**src/rtl/core/mfs_ram.sv**
```systemverilog
// ----------------------------------------------------------------------------
// mfs_ram
// generic single write port, single read port ram with registered read
// ----------------------------------------------------------------------------
`default_nettype none

module mfs_ram #(
    parameter int WIDTH = 8,
    parameter int DEPTH = 16
) (
    input  wire logic                     clk,
    input  wire logic                     we,
    input  wire logic [$clog2(DEPTH)-1:0] waddr,
    input  wire logic [WIDTH-1:0]         wdata,
    input  wire logic [$clog2(DEPTH)-1:0] raddr,
    output logic      [WIDTH-1:0]         rdata
);

    logic [WIDTH-1:0] mem [DEPTH];

    always_ff @(posedge clk)
    begin
        if (we)
        begin
            mem[waddr] <= wdata;
        end
        rdata <= mem[raddr];
    end

endmodule

`default_nettype wire

```
**config.mk**
```make
export PLATFORM = sky130hd
export DESIGN_NAME = mfs_ram
export DESIGN_NICKNAME = d
export VERILOG_FILES = /design/src/rtl/core/mfs_ram.sv
export SDC_FILE = /design/constraint.sdc
export NUM_CORES = 1
export LEC_CHECK = 0
export BUFFER_PORTS_ARGS = -buffer_cell sky130_fd_sc_hd__buf_2
export CORE_UTILIZATION = 23
export DETAILED_ROUTE_END_ITERATION = 8
export PLACE_DENSITY = 0.37
export SYNTH_ARGS = -nofsm -noshare
export SYNTH_HDL_FRONTEND = slang
export SYNTH_SLANG_ARGS = --single-unit
export TNS_END_PERCENT = 1
```
**constraint.sdc**
```tcl
create_clock -name clk -period 2 [get_ports clk]
set_input_delay 0.1 -clock clk [delete_from_list [all_inputs] [get_ports clk]]
set_output_delay 0.1 -clock clk [all_outputs]
set_load 0.02 [all_outputs]
```
==> results.tsv, run 1 <==
stage	metric	value	unit
sta	worst_pin_slew	0.475	ns
floorplan	core	0.0219	mm^2
sta	finalCriticalPeriod	1.45	ns
logic_synthesis	netlist.area_leader.share	0.747	
route	drc	0	
logic_synthesis	syn_nets	247	
power	leakage	2.08	nW
floorplan	rows	54	
final_layout	final_cells	576	
power	peakVddDrop	0.000573	V
run	max_cap_violations	0	
sta	fmax	0.692	GHz
logic_synthesis	yosysTopAreaCell	edfxtp_1	
clock_tree	clock_latency	0.41	ns
power	powerDensity	1040	mW/mm^2
logic_synthesis	yosysSeqAreaShare	0.778	
logic_synthesis	ys_types	19	
critical_path	required	2.29	ns
place	dpl_cell_area	0.00571	mm^2
sta	period_share	0.723	
place	gp_congestion	0.667	
logic_synthesis	synth.area.top_cells	edfxtp_1, mux4_2, mux4_1	
clock_tree	post-cts-setup-buffers	0	
clock_tree	cts_max_level	4	
route	viasPerCell	4.09	
outcome	status	finished clean	
grt	grt_max_degree	33	
final_layout	utilization	0.287	
sta	rsz0062_at_grt	no	
floorplan	initial_utilization	0.235	
route	ant_nets	0	
logic_synthesis	ys_ff_latch	136	
sta	final.setup.tns	0	ns
critical_path	arrival	1.73	ns
critical_path	critPathKind	reg -> reg	
critical_path	worstPathMaxFanout	1	
sta	relSlewSlack	0.683	
place	dpl.hpwl	7.37	mm
logic_synthesis	yosys.area_share.simple	0.0318	
final_layout	nNetsFinal	301	
clock_tree	cts_tree	done	
logic_synthesis	synth_fa_ha_area_frac	0	
grt	antenna_found_initial	0	
grt	grt_pass1_vias	2537	
route	drt_pass1_iterations	4	
route	wl	11.3	mm
grt	globalRouteOverflowTotal	0	
clock_tree	cts_inserted_buffers	17	
final_layout	antennaDiodeCount	0	
sta	finalHoldWorstSlack	0.0703	ns
min_path	hp-class	in -> reg	
critical_path	crit_path_end_kind	register	
clock_tree	clockBufferDepth	2	
sta	setup_viol	0	
logic_synthesis	muxShareOfSynthArea	0.150	
clock_tree	clkTransAtPathRegs	0.06	ns
sta	finalHoldViolations	0	
critical_path	start_kind	register	
logic_synthesis	synth_top_family_by_area	multiplexers	
final_layout	drive_gt1_frac	0.321	
place	io_buffers	25	
route	initialDrtViolationCount	138	
logic_synthesis	synth-xor-area-share	0	
clock_tree	cts_resized	0	
floorplan	io_pins	26	
grt	grt_first_pass_wirelength	16.7	mm
grt	grtUsageTotal	0.109	
sta	fin_skew	0.00480	ns
final_layout	final_cell_mix	edfxtp_1, buf_2, mux4_2, buf_4, clkbuf_16	
final_layout	final_common_cell	edfxtp_1	
logic_synthesis	syn_inst	229	
final_layout	nFillCells	2194	
final_layout	final_area	0.00629	mm^2
sta	maxSlewViolCount	0	
floorplan	die_h	152	um
clock_tree	cts.sinks	136	
place	dpl.cell_count	544	
logic_synthesis	yosysWarnings	0	
clock_tree	cts-hold-fix-buffers	0	
route	wire_per_inst	19.6	um
floorplan	dieArea	0.0230	mm^2
logic_synthesis	syn_area	0.00515	mm^2
logic_synthesis	syn_avg_cell_area	22.5	um^2
logic_synthesis	synth_compound_area_frac	0.0233	
route	num_vias	2358	
final_layout	area_growth	22.2	%
clock_tree	root_buffer	clkbuf_16	
floorplan	die_w	152	um
[final timing paths]
kind,start,endpoint,slack [ns],cells past startpoint
max,mem[5][1],rdata[1],0.55,3
min reg2reg,mem[13][1],rdata[1],0.67,3
min,wdata[7],mem[6][7],0.07,1
max reg2reg,mem[5][1],rdata[1],0.55,3
[worst max-delay path, stage by stage (launching register included)]
cell and delay (ns):
edfxtp_1 0.35, mux4_1 0.55, a22oi_1 0.34, nand2_1 0.09
[state kept, by name (all words and copies together) (netlist names)]
name	count
rdata	8
mem	128
[power by group]
group / switching (mW) / total (mW) / internal, mW
logic: 0.193 / 0.322 / 0.130
clock network: 1.17 / 3.01 / 1.83
registers: 0.0171 / 3.20 / 3.19
total: 1.38 / 6.53 / 5.15
[Yosys cell counts]
cell type          n
nand3_1            1
nor3_1             4
a22oi_1           16
nor2_1            13
nand2b_1           2
edfxtp_1         128
and2_1             1
and2b_1            1
buf_2              3
nand2_1            9
buf_4              1
nor2b_1            1
dfxtp_1            8
nand3b_1           2
clkdlybuf4s25_2    3
buf_6              3
or3b_2             1
mux4_2            18
mux4_1            14
[final cells by class]
class	instances	area (um^2)	share of cell area
clock inverter	15	153	0.0243
timing repair buffer	45	300	0.0477
tap	280	350	0.0557
sequential	136	4000	0.637
clock buffer	17	425	0.0676
multi-input combinational	83	1060	0.168
[metrics by stage]
step           power, mW  setup slack, ns
2_1_floorplan       3.44            0.407
3_3_place_gp        3.60            0.301
3_5_place_dp        3.60            0.297
4_1_cts             6.64            0.538
5_1_grt             6.76            0.478
6_report            6.53            0.555
[layer usage]
layer / part of all wire / vias up / track usage
met1: 0.46 / 1222 / 0.135
met3: 0.030 / 11 / 0.0290
met2: 0.49 / 42 / 0.175
li1: - / 1083 / -
met4: 0.016 / 0 / 0.0520
met5: 0 / - / 0
[kinds of logic (layout without fill, tap and decap cells)]
| family | Yosys count | count (layout) |
|---|---|---|
| mux | 32 | 32 |
| buf+inv | 10 | 77 |
| simple gates | 35 | 35 |
| compound gates | 16 | 16 |
| flops | 136 | 136 |
Power figures use the tool's default switching activity.
==> run 2, diff against run 1 <==
==> constraint.sdc (replaced) <==
create_clock -name clk -period 1.4 [get_ports clk]
set_input_delay 0.07 -clock clk [delete_from_list [all_inputs] [get_ports clk]]
set_output_delay 0.07 -clock clk [all_outputs]
set_load 0.02 [all_outputs]
==> run 2 against run 1 <==
Sequential power grew 43%. Final area grew 2.3%. Flip-flop and latch count is the same. Power grew 47%.
==> results.tsv, run 2 (same netlist as run 1, synthesis figures left out) <==
stage	metric	value	unit
sta	period_share	0.965	
clock_tree	cts_inserted_buffers	17	
critical_path	reg2reg_depth	3	
critical_path	crit_path_end_kind	register	
place	io_buffers	25	
run	max_cap_violations	0	
grt	grt_pass1_vias	2617	
final_layout	biggestRegsByFlops	mem: 128 flops, rdata: 8 flops	
sta	relSlewSlack	0.416	
power	leakage	2.15	nW
sta	setup_viol	0	
floorplan	core	0.0219	mm^2
floorplan	rows	54	
floorplan	die_h	152	um
critical_path	required	1.70	ns
final_layout	regMostFlops	mem	
clock_tree	clockBufferDepth	2	
min_path	worstHoldPathCells	1	
place	dpl.cell_count	547	
sta	finalHoldWorstSlack	0.0499	ns
route	ant_nets	0	
clock_tree	clock_latency	0.41	ns
final_layout	drive_gt1_frac	0.338	
critical_path	r2r_end	rdata[1]	
sta	final.setup.tns	0	ns
outcome	status	finished clean	
place	gp_congestion	0.661	
critical_path	worstSetupEndpoint	rdata[1]	
final_layout	area_growth	25.0	%
final_layout	final_common_cell	edfxtp_1	
route	wl	11.3	mm
sta	finalCriticalPeriod	1.35	ns
critical_path	cp_num_cells	3	
clock_tree	cts.sinks	136	
min_path	hp-class	in -> reg	
floorplan	initial_utilization	0.235	
floorplan	dieArea	0.0230	mm^2
clock_tree	root_buffer	clkbuf_16	
critical_path	crit_chain	mux4_1 -> a22oi_1 -> nand2_1	
sta	maxSlewViolCount	0	
clock_tree	cts_tree	done	
floorplan	die_w	152	um
min_path	min-delay-start	wdata[2]	
critical_path	cp_num_buf_inv	0	
route	viasPerCell	4.13	
clock_tree	cts_max_level	4	
sta	fmax	0.740	GHz
power	powerDensity	1490	mW/mm^2
grt	globalRouteOverflowTotal	0	
final_layout	final_cells	579	
final_layout	nNetsFinal	304	
critical_path	crit_path_start	mem[5][1]	
critical_path	max_stage_delay	0.54	ns
route	wire_per_inst	19.5	um
grt	grtUsageTotal	0.109	
critical_path	critPathTopFamily	multiplexers	
critical_path	crit_path_top_delay_cell	mux4_1	
critical_path	arrival	1.65	ns
sta	finalHoldViolations	0	
final_layout	final_cell_mix	edfxtp_1, buf_2, mux4_2	
clock_tree	clkTransAtPathRegs	0.06	ns
sta	worst_pin_slew	0.872	ns
sta	fin_skew	0.00644	ns
floorplan	io_pins	26	
clock_tree	cts-hold-fix-buffers	0	
critical_path	critPathKind	reg -> reg	
critical_path	start_kind	register	
sta	rsz0062_at_grt	no	
critical_path	r2r_setup_slack	0.05	ns
route	drc	0	
grt	grt_first_pass_wirelength	17.0	mm
grt	grt_max_degree	17	
route	num_vias	2393	
critical_path	regToRegStartpoint	mem[5][1]	
power	peakVddDrop	0.000789	V
route	drt_pass1_iterations	4	
route	initialDrtViolationCount	172	
place	dpl.hpwl	7.70	mm
critical_path	worstPathMaxFanout	1	
final_layout	utilization	0.294	
final_layout	antennaDiodeCount	0	
grt	antenna_found_initial	0	
final_layout	largest_reg_flops	128	
## run 2: cell count changes in the layout (fill, tap and decap cells not counted), moves of 2 or more
cell / delta
clkinv_4: -2
buf_12: +5
clkbuf_1: +2
clkinvlp_4: -3
buf_4: -2
a22oi_2: +3
inv_6: -2
a22oi_1: -3
clkbuf_8: +7
## run 2: routing by layer
| metal | vias up | global-route usage | wire (um) |
|---|---|---|---|
| li1 | 1086 | - | - |
| met1 | 1249 | 0.133 | 4990 |
| met2 | 43 | 0.178 | 5640 |
| met3 | 15 | 0.0287 | 429 |
| met4 | 0 | 0.0550 | 209 |
| met5 | - | 0 | 0 |
## run 2: worst min path at each step
stage            endpoint  slack, ns
2_1_floorplan   mem[0][0]       0.17
3_3_place_gp   mem[10][2]       0.47
3_5_place_dp   mem[12][2]       0.48
4_1_cts         mem[9][2]       0.03
5_1_grt         mem[9][2]       0.06
6_report        mem[9][2]       0.05
## run 2: power breakdown
group | internal, mW | total (mW) | leakage [nW] | switching (mW)
registers | 4.55 | 4.58 | 1.22 | 0.0271
logic | 0.207 | 0.484 | 0.621 | 0.278
clock network | 2.95 | 4.52 | 0.303 | 1.57
total | 7.71 | 9.58 | 2.15 | 1.87
## run 2: final cells by class
class / count / area (um^2)
Tap cell: 280 / 350
Timing Repair Buffer: 48 / 385
Clock buffer: 26 / 529
Fill cell: 2172 / 15500
Sequential cell: 136 / 4000
Clock inverter: 6 / 86.3
Multi-Input combinational cell: 83 / 1080
## run 2: repair_timing
item                       4_1_cts  5_1_grt
pin swaps                        0        0
resized for setup                1        2
setup buffers                    0        0
setup endpoints to repair        1        2
## run 2: metrics by stage
| stage | cell area [um^2] | setup WS [ns] | power, mW |
|---|---|---|---|
| 4_1_cts | 6420 | 0.0462 | 9.71 |
| 2_1_floorplan | 5150 | 0.0639 | 4.92 |
| 3_5_place_dp | 5800 | -0.182 | 5.16 |
| 6_report | 6430 | 0.0493 | 9.58 |
| 3_3_place_gp | 5800 | -0.184 | 5.16 |
| 5_1_grt | 6430 | 0.00829 | 9.90 |
